File: src/hw/rtl/b2a_pkg.sv
// ----------------------------------------------------------------------------
// b2a_pkg: shared types and constants for the binary to ASCII formatter
// Holds the format codes, the digit cell geometry, the word handed from the
// converter to the character emitter, and the nibble to ASCII mapping.
// ----------------------------------------------------------------------------
`default_nettype none

package b2a_pkg;

	// Format codes carried on the command field.
	localparam int unsigned CMD_W = 3;
	localparam logic [CMD_W-1:0] CMD_HEX8  = 3'd0;
	localparam logic [CMD_W-1:0] CMD_HEX16 = 3'd1;
	localparam logic [CMD_W-1:0] CMD_HEX32 = 3'd2;
	localparam logic [CMD_W-1:0] CMD_DEC16 = 3'd3;
	localparam logic [CMD_W-1:0] CMD_DEC32 = 3'd4;

	// Word and digit geometry.
	localparam int unsigned VALUE_W       = 32;
	localparam int unsigned CHAR_W        = 7;
	localparam int unsigned DIGIT_W       = 4;
	localparam int unsigned NUM_DIGITS    = 10;
	localparam int unsigned HEX_DIGITS    = VALUE_W / DIGIT_W;
	localparam int unsigned POS_W         = $clog2(NUM_DIGITS);
	localparam int unsigned BITS_PER_STEP = 4;
	localparam int unsigned STEP_W        = 4;

	// Conversion lengths in cycles, four value bits per cycle.
	localparam logic [STEP_W-1:0] DEC16_STEPS = STEP_W'(16 / BITS_PER_STEP);
	localparam logic [STEP_W-1:0] DEC32_STEPS = STEP_W'(32 / BITS_PER_STEP);

	// Most significant digit positions of the hex formats.
	localparam logic [POS_W-1:0] HEX8_MSD  = POS_W'(1);
	localparam logic [POS_W-1:0] HEX16_MSD = POS_W'(3);
	localparam logic [POS_W-1:0] HEX32_MSD = POS_W'(7);

	// Add-three threshold and addend of the cells, and the first letter digit.
	localparam logic [DIGIT_W-1:0] DIGIT_FIVE  = 4'd5;
	localparam logic [DIGIT_W-1:0] DIGIT_THREE = 4'd3;
	localparam logic [DIGIT_W-1:0] DIGIT_TEN   = 4'h0a;

	// ASCII anchors.
	localparam logic [CHAR_W-1:0] ASCII_ZERO = 7'h30;
	localparam logic [CHAR_W-1:0] ASCII_A    = 7'h61;

	// Finished digits handed from the converter to the emitter.
	typedef struct packed {
		logic [NUM_DIGITS-1:0][DIGIT_W-1:0] digits;
		logic [POS_W-1:0]                   msd;
	} conv_word_t;

	// One digit, decimal or hex, as a lowercase ASCII character.
	function automatic logic [CHAR_W-1:0] nibble_to_ascii(input logic [DIGIT_W-1:0] nib);
		logic [CHAR_W-1:0] wide;
		wide = {{(CHAR_W-DIGIT_W){1'b0}}, nib};
		if (nib < DIGIT_TEN) begin
			return ASCII_ZERO + wide;
		end else begin
			return ASCII_A + wide - {{(CHAR_W-DIGIT_W){1'b0}}, DIGIT_TEN};
		end
	endfunction

endpackage

`default_nettype wire

File: src/hw/rtl/b2a_cell.sv
// ----------------------------------------------------------------------------
// b2a_cell: one decimal digit cell of the shift-and-add-three chain
// Holds one digit and, while shift is high, takes four bits a cycle from
// its lower neighbour, passing the bits it shifts out on to the higher one.
// ----------------------------------------------------------------------------
`default_nettype none

module b2a_cell
	import b2a_pkg::*;
(
	input  logic                     clk,
	input  logic                     load,
	input  logic [DIGIT_W-1:0]       load_digit,
	input  logic                     shift,
	input  logic [BITS_PER_STEP-1:0] bits_in,
	output logic [BITS_PER_STEP-1:0] bits_out,
	output logic [DIGIT_W-1:0]       digit
);

	logic [DIGIT_W-1:0] digit_q;
	logic [DIGIT_W-1:0] work;
	logic [DIGIT_W-1:0] adj;
	logic [DIGIT_W-1:0] next_digit;

	// Four correction-and-shift steps; bit j goes out before bit j enters.
	always_comb begin
		work     = digit_q;
		adj      = digit_q;
		bits_out = '0;
		for (int j = 0; j < BITS_PER_STEP; j++) begin
			bits_out[j] = (work >= DIGIT_FIVE);
			adj         = bits_out[j] ? work + DIGIT_THREE : work;
			work        = {adj[DIGIT_W-2:0], bits_in[j]};
		end
		next_digit = work;
	end

	// The digit is payload and needs no reset.
	always_ff @(posedge clk) begin
		if (load) begin
			digit_q <= load_digit;
		end else if (shift) begin
			digit_q <= next_digit;
		end
	end

	assign digit = digit_q;

endmodule

`default_nettype wire

File: src/hw/rtl/b2a_conv.sv
// ----------------------------------------------------------------------------
// b2a_conv: format decode and binary to decimal conversion
// Loads hex nibbles straight into the digit cells, or clears them and shifts
// the value in four bits a cycle for the decimal formats, then holds the
// finished word until the emitter takes it.
// ----------------------------------------------------------------------------
`default_nettype none

module b2a_conv
	import b2a_pkg::*;
(
	input  logic               clk,
	input  logic               arst_n,
	input  logic               in_valid,
	output logic               in_ready,
	input  logic [CMD_W-1:0]   command,
	input  logic [VALUE_W-1:0] value,
	output logic               word_valid,
	input  logic               word_ready,
	output conv_word_t         word
);

	logic                     busy_q;
	logic [STEP_W-1:0]        steps_q;
	logic                     hex_q;
	logic [POS_W-1:0]         hex_msd_q;
	logic [VALUE_W-1:0]       bin_q;

	logic                     accept;
	logic                     handoff;
	logic                     shift;
	logic                     cmd_ok;
	logic                     cmd_hex;
	logic [STEP_W-1:0]        cmd_steps;
	logic [POS_W-1:0]         cmd_msd;
	logic [VALUE_W-1:0]       hex_value;
	logic [VALUE_W-1:0]       bin_load;
	logic [POS_W-1:0]         dec_msd;

	logic [NUM_DIGITS-1:0][DIGIT_W-1:0]       load_digits;
	logic [NUM_DIGITS-1:0][DIGIT_W-1:0]       cell_digits;
	logic [NUM_DIGITS-1:0][BITS_PER_STEP-1:0] cell_in;
	logic [NUM_DIGITS-1:0][BITS_PER_STEP-1:0] cell_out;

	// Handshake: a new word may enter as the finished one leaves.
	assign word_valid = busy_q && (steps_q == '0);
	assign handoff    = word_valid && word_ready;
	assign in_ready   = !busy_q || handoff;
	assign accept     = in_valid && in_ready;
	assign shift      = busy_q && (steps_q != '0);

	// Command decode: masking, conversion length and hex digit count.
	always_comb begin
		cmd_ok    = 1'b1;
		cmd_hex   = 1'b1;
		cmd_steps = '0;
		cmd_msd   = HEX32_MSD;
		hex_value = value;
		bin_load  = value;
		unique case (command)
			CMD_HEX8: begin
				cmd_msd   = HEX8_MSD;
				hex_value = {24'h0, value[7:0]};
			end
			CMD_HEX16: begin
				cmd_msd   = HEX16_MSD;
				hex_value = {16'h0, value[15:0]};
			end
			CMD_HEX32: begin
				cmd_msd = HEX32_MSD;
			end
			CMD_DEC16: begin
				cmd_hex   = 1'b0;
				cmd_steps = DEC16_STEPS;
				hex_value = '0;
				bin_load  = {value[15:0], 16'h0};
			end
			CMD_DEC32: begin
				cmd_hex   = 1'b0;
				cmd_steps = DEC32_STEPS;
				hex_value = '0;
			end
			default: begin
				cmd_ok = 1'b0;
			end
		endcase
	end

	// Load values for the cells: hex nibbles, or zero ahead of a conversion.
	always_comb begin
		load_digits                 = '0;
		load_digits[HEX_DIGITS-1:0] = hex_value;
	end

	// The lowest cell takes the value bits most significant first.
	always_comb begin
		for (int j = 0; j < BITS_PER_STEP; j++) begin
			cell_in[0][j] = bin_q[VALUE_W-1-j];
		end
		for (int i = 1; i < NUM_DIGITS; i++) begin
			cell_in[i] = cell_out[i-1];
		end
	end

	// The row of digit cells; the top cell never carries out, so its
	// outgoing bits are not used.
	for (genvar i = 0; i < NUM_DIGITS; i++) begin : g_cell
		b2a_cell u_cell (
			.clk        (clk),
			.load       (accept),
			.load_digit (load_digits[i]),
			.shift      (shift),
			.bits_in    (cell_in[i]),
			.bits_out   (cell_out[i]),
			.digit      (cell_digits[i])
		);
	end

	// Control state of the converter.
	always_ff @(posedge clk or negedge arst_n) begin
		if (!arst_n) begin
			busy_q    <= 1'b0;
			steps_q   <= '0;
			hex_q     <= 1'b0;
			hex_msd_q <= '0;
		end else begin
			priority if (accept) begin
				busy_q    <= cmd_ok;
				steps_q   <= cmd_steps;
				hex_q     <= cmd_hex;
				hex_msd_q <= cmd_msd;
			end else if (handoff) begin
				busy_q <= 1'b0;
			end else if (shift) begin
				steps_q <= steps_q - STEP_W'(1);
			end
		end
	end

	// Value shift register feeding the lowest cell.
	always_ff @(posedge clk) begin
		if (accept) begin
			bin_q <= bin_load;
		end else if (shift) begin
			bin_q <= {bin_q[VALUE_W-BITS_PER_STEP-1:0], {BITS_PER_STEP{1'b0}}};
		end
	end

	// Highest non-zero decimal digit; zero still shows one digit.
	always_comb begin
		dec_msd = '0;
		for (int i = 0; i < NUM_DIGITS; i++) begin
			if (cell_digits[i] != '0) begin
				dec_msd = POS_W'(i);
			end
		end
	end

	assign word.digits = cell_digits;
	assign word.msd    = hex_q ? hex_msd_q : dec_msd;

endmodule

`default_nettype wire

File: src/hw/rtl/b2a_emit.sv
// ----------------------------------------------------------------------------
// b2a_emit: character emitter
// Holds one finished word and sends its digits as ASCII, most significant
// first, marking the last, and takes the next word as the last one leaves.
// ----------------------------------------------------------------------------
`default_nettype none

module b2a_emit
	import b2a_pkg::*;
(
	input  logic              clk,
	input  logic              arst_n,
	input  logic              word_valid,
	output logic              word_ready,
	input  conv_word_t        word,
	output logic              out_valid,
	input  logic              out_ready,
	output logic [CHAR_W-1:0] character,
	output logic              last
);

	logic                               active_q;
	logic [POS_W-1:0]                   pos_q;
	logic [NUM_DIGITS-1:0][DIGIT_W-1:0] digits_q;
	logic                               load;
	logic                               send;

	assign send       = active_q && out_ready;
	assign word_ready = !active_q || (send && (pos_q == '0));
	assign load       = word_valid && word_ready;

	// Position counts down from the leading digit to the units digit.
	always_ff @(posedge clk or negedge arst_n) begin
		if (!arst_n) begin
			active_q <= 1'b0;
			pos_q    <= '0;
		end else begin
			priority if (load) begin
				active_q <= 1'b1;
				pos_q    <= word.msd;
			end else if (send) begin
				if (pos_q == '0) begin
					active_q <= 1'b0;
				end else begin
					pos_q <= pos_q - POS_W'(1);
				end
			end
		end
	end

	// Digit store is payload.
	always_ff @(posedge clk) begin
		if (load) begin
			digits_q <= word.digits;
		end
	end

	assign out_valid = active_q;
	assign character = nibble_to_ascii(digits_q[pos_q]);
	assign last      = (pos_q == '0);

endmodule

`default_nettype wire

File: src/hw/rtl/binary_to_ascii_formatter.sv
// ----------------------------------------------------------------------------
// binary_to_ascii_formatter: unsigned value to ASCII hex or decimal digits
// Formats one value per input word as 2, 4 or 8 hex digits or as decimal
// digits without leading zeros, one character per output word.
//
//   channel  signals                          word
//   input    in_valid / in_ready              command, value
//   output   out_valid / out_ready            character, last
//
// A hex word is ready for the emitter in the cycle after it is taken; a decimal
// word first passes through the digit cell chain, which shifts four value bits a
// cycle. Characters then leave at one per cycle while out_ready is high, and the
// next word converts meanwhile.
// Reset clears the control state only; no clearing pass is needed.
// A stalled output holds the emitter, the converter then holds its finished
// word, and the input waits.
// ----------------------------------------------------------------------------
`default_nettype none

module binary_to_ascii_formatter
	import b2a_pkg::*;
(
	input  logic               clk,
	input  logic               arst_n,
	input  logic               in_valid,
	output logic               in_ready,
	input  logic [CMD_W-1:0]   command,
	input  logic [VALUE_W-1:0] value,
	output logic               out_valid,
	input  logic               out_ready,
	output logic [CHAR_W-1:0]  character,
	output logic               last
);

	logic       word_valid;
	logic       word_ready;
	conv_word_t word;

	// Decode and conversion through the digit cells.
	b2a_conv u_conv (
		.clk        (clk),
		.arst_n     (arst_n),
		.in_valid   (in_valid),
		.in_ready   (in_ready),
		.command    (command),
		.value      (value),
		.word_valid (word_valid),
		.word_ready (word_ready),
		.word       (word)
	);

	// Character output.
	b2a_emit u_emit (
		.clk        (clk),
		.arst_n     (arst_n),
		.word_valid (word_valid),
		.word_ready (word_ready),
		.word       (word),
		.out_valid  (out_valid),
		.out_ready  (out_ready),
		.character  (character),
		.last       (last)
	);

	// The leading digit position always lies inside the digit row.
	a_msd_range: assert property (@(posedge clk) disable iff (!arst_n)
		word_valid |-> (word.msd <= POS_W'(NUM_DIGITS - 1)))
		else $error("leading digit position out of range");

	// A finished word waiting for the emitter does not change.
	a_word_hold: assert property (@(posedge clk) disable iff (!arst_n)
		word_valid && !word_ready |=> word_valid && $stable(word))
		else $error("finished word changed while waiting");

	// A word handed to the emitter shows up on the output next cycle.
	a_handoff_out: assert property (@(posedge clk) disable iff (!arst_n)
		word_valid && word_ready |=> out_valid)
		else $error("handed-off word did not reach the output");

	// An unused command produces no word.
	a_bad_cmd: assert property (@(posedge clk) disable iff (!arst_n)
		in_valid && in_ready && (command > CMD_DEC32) |=> !word_valid)
		else $error("unused command produced a word");

endmodule

`default_nettype wire
File: config.mk
export PLATFORM = sky130hd
export DESIGN_NAME = binary_to_ascii_formatter
export DESIGN_NICKNAME = d
export VERILOG_FILES = /design/src/hw/rtl/b2a_pkg.sv /design/src/hw/rtl/b2a_cell.sv /design/src/hw/rtl/b2a_conv.sv /design/src/hw/rtl/b2a_emit.sv /design/src/hw/rtl/binary_to_ascii_formatter.sv
export SDC_FILE = /design/constraint.sdc
export NUM_CORES = 1
export LEC_CHECK = 0
export BUFFER_PORTS_ARGS = -buffer_cell sky130_fd_sc_hd__buf_2
export CAP_MARGIN = 20
export CORE_ASPECT_RATIO = 1.75
export CORE_UTILIZATION = 35
export DETAILED_ROUTE_END_ITERATION = 8
export GPL_ROUTABILITY_DRIVEN = 1
export MAX_ROUTING_LAYER = met4
export PLACE_DENSITY_LB_ADDON = 0.05
export SYNTH_ARGS = -nofsm -noshare
export SYNTH_HDL_FRONTEND = slang
export SYNTH_SLANG_ARGS = --single-unit
export TNS_END_PERCENT = 50
File: constraint.sdc
create_clock -name clk -period 5.4 [get_ports clk]
set_input_delay 0.54 -clock clk [delete_from_list [all_inputs] [get_ports clk]]
set_output_delay 0.54 -clock clk [all_outputs]
set_load 0.01 [all_outputs]
Word-level counts from Yosys, hierarchy flattened
Index checks and enable logic that the tools add are counted.
Storage, ports and cells
  output and inout port bits: 10
  logic and storage cells: 240
  register bits after elaboration: 127
  bits of input ports: 39
Cells by class
  equal/unequal tests: 6
  reductions and logical operators: 32
  $lt $le $gt $ge: 42
  muxes and demuxes: 88
  add/subtract/negate cells: 45
Operators by type and width (number)
  >= comparator 4 x 3 -> 1 bit (second input constant): 40
  two-way mux 3 bit: 44
  adder 3 x 2 -> 3 bit (second input constant): 40
  two-way mux 4 bit: 26
  two-way mux 32 bit: 3
  case mux 32 bit (3 select lines): 1
  nonzero test 4 bit: 10
  binary-select mux 4 bit (select 4 bit): 1
  zero test 4 bit: 2
  two-way mux 1 bit: 8
  case mux 4 bit (2 select lines): 1
  nonzero test 2 bit: 4
  subtractor 4 x 1 -> 4 bit (second input constant): 2
  adder 6 x 4 -> 7 bit (first input constant): 1
  adder 6 x 5 -> 7 bit (first input constant): 1
  two-way mux 7 bit: 1
  subtractor 7 x 4 -> 7 bit (second input constant): 1
  == test 3 x 2 -> 1 bit (second input constant): 2
  logical AND 1 bit: 6
  case mux 3 bit (2 select lines): 1
  AND reduction 2 bit: 3
  less-than comparator 4 x 5 -> 1 bit (second input constant): 1
  OR reduction 5 bit: 1
  less-than comparator 4 bit (second input constant): 1
  other kinds (8): 12

Depth between registers and ports, before layout
  word-level depth: 12
  depth in mapped cells: 25
  mapped depth without buffers: 25

By module
A second synthesis with hierarchy kept.
Second synthesis, totals
  cells, all modules: 1159
  area total of the unflattened synthesis: 11322.1 sq um
Modules (own cells, without submodules)
  b2a_cell: cells each 79, times used 10, area an instance 694.4 sq um, sequential area each 120.1 sq um
  b2a_conv: cells each 249, times used 1, area an instance 2418.6 sq um, sequential area each 1186.1 sq um
  b2a_emit: cells each 120, times used 1, area an instance 1959.4 sq um, sequential area each 1326.3 sq um

Worst setup path before layout
OpenSTA, ideal clock, no wires.
  path type: register -> register
  start: reg u_conv.g_cell[7].u_cell.digit_q[1]
  end: reg u_conv.g_cell[7].u_cell.digit_q[2] (data pin)
  setup time: 145 ps
  stages on the path, launching flop included: 25
  setup slack: 812 ps
  buffers on the path: 0
  data arrival time: 4443 ps
  period minus slack after synthesis: 4588 ps
  data required time: 5255 ps
  cells stage by stage: edfxtp_1 inv_1 ha_1 nand2b_1 a211oi_1 nor2_1 inv_1 ha_1 inv_1 nor2_1 o31ai_4 xnor2_1 ha_1 inv_1 nor2_1 nor3_1 o311ai_2 nand2_2 xnor2_1 ha_1 nor2b_1 a211o_1 o311ai_4 mux2_1 o21ai_1
On the way
  word-level cells in the longest chain between the ends: 10
  elaborated cells on any way between the ends: 14
  those cells by class: add/sub: 4; order compare: 4; mux: 6
RTL lines
  from (decl): RTL line b2a_cell.sv:20  | logic [DIGIT_W-1:0] digit_q;
  from (signal assigned): RTL line b2a_cell.sv:41  | digit_q <= load_digit;
  from (signal assigned): RTL line b2a_cell.sv:43  | digit_q <= next_digit;
  >= comparator 4 x 3 -> 1 bit or adder 3 x 2 -> 3 bit (tied branches): RTL line b2a_cell.sv:31, b2a_cell.sv:32
  two-way mux 3 bit (*): RTL line b2a_cell.sv:32  | adj = bits_out[j] ? work + DIGIT_THREE : work;
  >= comparator 4 x 3 -> 1 bit or adder 3 x 2 -> 3 bit (tied branches): RTL line b2a_cell.sv:31, b2a_cell.sv:32
  two-way mux 3 bit (*): RTL line b2a_cell.sv:32
  >= comparator 4 x 3 -> 1 bit or adder 3 x 2 -> 3 bit (tied branches): RTL line b2a_cell.sv:31, b2a_cell.sv:32
  two-way mux 3 bit (*): RTL line b2a_cell.sv:32
  >= comparator 4 x 3 -> 1 bit or adder 3 x 2 -> 3 bit (tied branches): RTL line b2a_cell.sv:31, b2a_cell.sv:32
  two-way mux 3 bit (*): RTL line b2a_cell.sv:32
  two-way mux 4 bit (*): RTL line b2a_cell.sv:42  | end else if (shift) begin
  two-way mux 4 bit (*): RTL line b2a_cell.sv:40  | if (load) begin
Every way passes the cells marked *; elsewhere a longest branch is shown, timed or not. The select of a mux whose other input is x is not followed.
A chain may end at the register's enable or synchronous reset.

Worst setup path in the final report
  start: reg u_conv.g_cell[0].u_cell.digit_q[1]
  end: reg u_conv.g_cell[0].u_cell.digit_q[2] (data pin)
On the way
  word-level cells in the longest chain between the ends: 10
  elaborated cells on any way between the ends: 14
  those cells by class: add/sub: 4; order compare: 4; mux: 6
RTL lines (RTL line)
  from (decl): b2a_cell.sv:20
  from (signal assigned): b2a_cell.sv:41
  from (signal assigned): b2a_cell.sv:43
  >= comparator 4 x 3 -> 1 bit or adder 3 x 2 -> 3 bit (tied branches): b2a_cell.sv:31, b2a_cell.sv:32
  two-way mux 3 bit (*): b2a_cell.sv:32
  >= comparator 4 x 3 -> 1 bit or adder 3 x 2 -> 3 bit (tied branches): b2a_cell.sv:31, b2a_cell.sv:32
  two-way mux 3 bit (*): b2a_cell.sv:32
  >= comparator 4 x 3 -> 1 bit or adder 3 x 2 -> 3 bit (tied branches): b2a_cell.sv:31, b2a_cell.sv:32
  two-way mux 3 bit (*): b2a_cell.sv:32
  >= comparator 4 x 3 -> 1 bit or adder 3 x 2 -> 3 bit (tied branches): b2a_cell.sv:31, b2a_cell.sv:32
  two-way mux 3 bit (*): b2a_cell.sv:32
  two-way mux 4 bit (*): b2a_cell.sv:42
  two-way mux 4 bit (*): b2a_cell.sv:40
Marks and branches as above.

==> results.toml <==
[placed_design]
dp_cells = 1411
place_area_sq_um = 10400
port_buffers = 47
place_congestion = 0.810
hpwlAfterDp_mm = 21.1

[floorplan]
rows = 80
coreArea_sq_um = 27300
pin_count = 49
die_h_um = 223
initial_utilization_pct = 35.6
die_area_sq_um = 28500
die_w_um = 128

[sta]
tightest_slew_ns = 1.03
fin_tns_setup_ns = 0
hold_viol = 0
setup_viol = 0
grt_setup_unrepaired = "false"
period_share_pct = 93.4
maxSlewHeadroom_pct = 31.2
finClkSkew_ns = 0.0111
timing.fmax_mhz = 198
period_needed_ns = 5.05
drv_slew = 0

[critical_path]
slowest_stage = "edfxtp_1"
critical_path_class = "register to register"
crit_fanout = 5
cp-end-kind = "register"
cpPeakStageDelay_ns = 0.48
path_common_cell = "ha_1"
crit_chain = "inv_1, ha_1, nor2b_1, o21ai_0, or2_2, ha_1, inv_1, nor2_1, o31ai_2, xnor2_1, ha_1, nor2b_1, or2_2, or4b_1, o211a_1, xnor2_1, ha_1, nand2b_1, a21boi_1, mux2i_1, a21o_1"
startpoint_type = "register"
cp_data_required_time_ns = 5.59
arrival_ns = 5.23

[global_routing]
grtUsageMet1_pct = 20.7
met3_usage_pct = 2.72
gr-usage-met2_pct = 38.9
antenna_found_initial = 0
grtUsageTotal_pct = 20.7
grt_overflow = 0
grt_start_max_net_pins = 79
grt_pass1_vias = 7722
grt_pass1_wl_mm = 42.6
top_usage_layer = "met2"

[route]
drt-total-wl_mm = 27.1
post-route-drc-count = 0
wl_per_cell_um = 18.8
postRouteAntennaNets = 0
num_vias = 7490
drtIter0Drc = 310
dr.pass1.iters = 6
viasPerCell = 5.19

[yosys]
syn_area_sq_um = 9740
synth_cell_types = 89
ys_ff_latch = 126
syn_inst = 1012
syn_avg_cell_area_sq_um = 9.62
seq_area_frac_synth_pct = 37.3
yosysWarningCount = 0
synth_nets = 1137
synth_edf_count = 104
ys_async_sr_fraction_pct = 11.1
synthFlopType = "edfxtp_1"

[flow_run]
cap_violations = 0

[cts]
clock-sinks = 126
cts-root-buf = "clkbuf_16"
max-clock-path-buffers = 2
cts_inserted_buffers = 17
htreeDepth = 4
clk_pin_slew_ns = 0.06
clk-insertion-delay-late_ns = 0.44
cts_tree = "done"
cts_setup_buffers = 0

[finish]
fin_nets = 1187
syn2layout_area_growth_pct = 13.8
drive_above_1_share_pct = 16.0
fin_area_sq_um = 11100
fillers = 2723
diodes = 0
finalNonFillerCells = 1444

[min_path]
hp-class = "input port to register"

[status]
status = "complete, no violations"
[worst max-delay path: cells and delay by family, from the launching register on]
kind / cells / cell delay (ns)
AOI/OAI and AO/OA: 5 / 1.11
adders and majority gates: 4 / 0.95
xor gates and xnor gates: 2 / 0.50
buffers and inverters: 2 / 0.21
and+or+nand+nor: 7 / 1.42
DFF: 1 / 0.48
muxes: 1 / 0.12
[per-stage QoR]
stage                     util, %  worst slack, ns  hold WS, ns
after global placement       38.1            0.258        0.443
after floorplan                 -            0.812        0.244
final                        40.5            0.354        0.374
after global routing         40.5          0.00304        0.380
after detailed placement     38.1            0.278        0.449
after CTS                    40.4            0.245        0.349
[metal layers]
layer / vias up / routed length [um]
li1: 3755 / -
met1: 3590 / 10200
met2: 100 / 15400
met3: 45 / 518
met4: 0 / 990
met5: - / 0
[cell families (layout without fill, tap and decap cells)]
kind of cell | after synthesis | in the layout | synth area share [%]
flip-flops | 126 | 126 | 37.3
XOR/XNOR | 38 | 38 | 3.42
multiplexers | 72 | 72 | 8.65
buffers and inverters | 132 | 195 | 5.54
adder cells (fa/ha/maj) | 86 | 86 | 11.1
AO/OA/AOI/OAI | 240 | 240 | 17.2
other | 1 | 1 | 0.0385
AND/OR/NAND/NOR | 317 | 317 | 16.7
[final cells by class]
type / count / area (sq um) / share of cell area (%)
Sequential cell: 126 / 3630 / 32.8
Inverter: 99 / 372 / 3.35
Clock inverter: 14 / 193 / 1.74
Clock buffer: 18 / 429 / 3.87
Tap cell: 369 / 462 / 4.17
Multi-Input combinational cell: 754 / 5610 / 50.6
Timing Repair Buffer: 64 / 378 / 3.41
[sequential cells by signal (all words and copies together) (netlist names)]
name and count:
u_emit.pos_q 4, u_conv.bin_q 32, u_emit.out_valid 1, u_conv.steps_q 4
u_conv.g_cell.u_cell.digit 40, u_conv.hex_q 1, u_conv.busy_q 1, u_conv.hex_msd_q 3
u_emit.digits_q 40
[path summary, 6_finish.rpt]
| path | startpoint | end | slack [ns] | cells past startpoint |
|---|---|---|---|---|
| max in group asynchronous | arst_n | u_conv.hex_msd_q[0]$_DFFE_PN0P_ | 4.60 | 2 |
| worst min-delay path | in_valid | u_conv.busy_q$_DFFE_PN0P_ | 0.37 | 3 |
| worst min register to register | u_conv.hex_msd_q[0]$_DFFE_PN0P_ | u_conv.hex_msd_q[0]$_DFFE_PN0P_ | 0.47 | 1 |
| worst max-delay path | u_conv.g_cell[0].u_cell.digit[1]$_DFFE_PP_ | u_conv.g_cell[0].u_cell.digit[2]$_DFFE_PP_ | 0.35 | 21 |
| min in group asynchronous | arst_n | u_emit.out_valid$_DFFE_PN0P_ | 0.54 | 2 |
| worst max register to register | u_conv.g_cell[0].u_cell.digit[1]$_DFFE_PP_ | u_conv.g_cell[0].u_cell.digit[2]$_DFFE_PP_ | 0.35 | 21 |
[Yosys cell counts (11+ instances only)]
cell type    n  area share (%)
o21ai_0     48             2.5
dfrtp_1     14             3.6
clkbuf_1    20            0.77
nor3_1      11            0.57
o21ai_1     16            0.82
a21oi_1     58             3.0
nand3_1     38             2.0
nand2b_1    27             1.7
nand2_1    104             4.0
inv_1       92             3.5
a31oi_1     14            0.90
xnor2_1     35             3.1
a211oi_1    11            0.85
nor2_1      48             1.9
nor2b_1     17             1.1
mux2i_1     50             5.1
or3_1       11            0.71
ha_1        86              11
edfxtp_1   104              32
[cells in the final DEF, fill, tap and decap left out, types with 8 or more instances in the layout]
cell         n
edfxtp_1   104
nand2_1    103
inv_1       91
ha_1        85
a21oi_1     56
mux2i_1     50
o21ai_0     48
nor2_1      48
buf_2       47
nand3_1     37
xnor2_1     33
nand2b_1    27
nor2b_1     17
clkbuf_16   17
o21ai_1     16
buf_4       15
a31oi_1     14
dfrtp_1     14
nor3_1      11
or3_1       11
a211oi_1    10
nor3b_1     10
o211ai_1    10
mux2_2       9
and3_1       9
a21o_1       8
mux4_2       8
dfxtp_1      8
[timing repair]
action                                  4_1_cts  5_1_grt
endpoints found under the setup margin        0       10
hold buffers                                  1        0
resized for setup                             0        8
hold endpoints to repair                      5        0
Power is not shown: default switching activity piles up to over one toggle a cycle in this logic, so the estimate is an artifact.
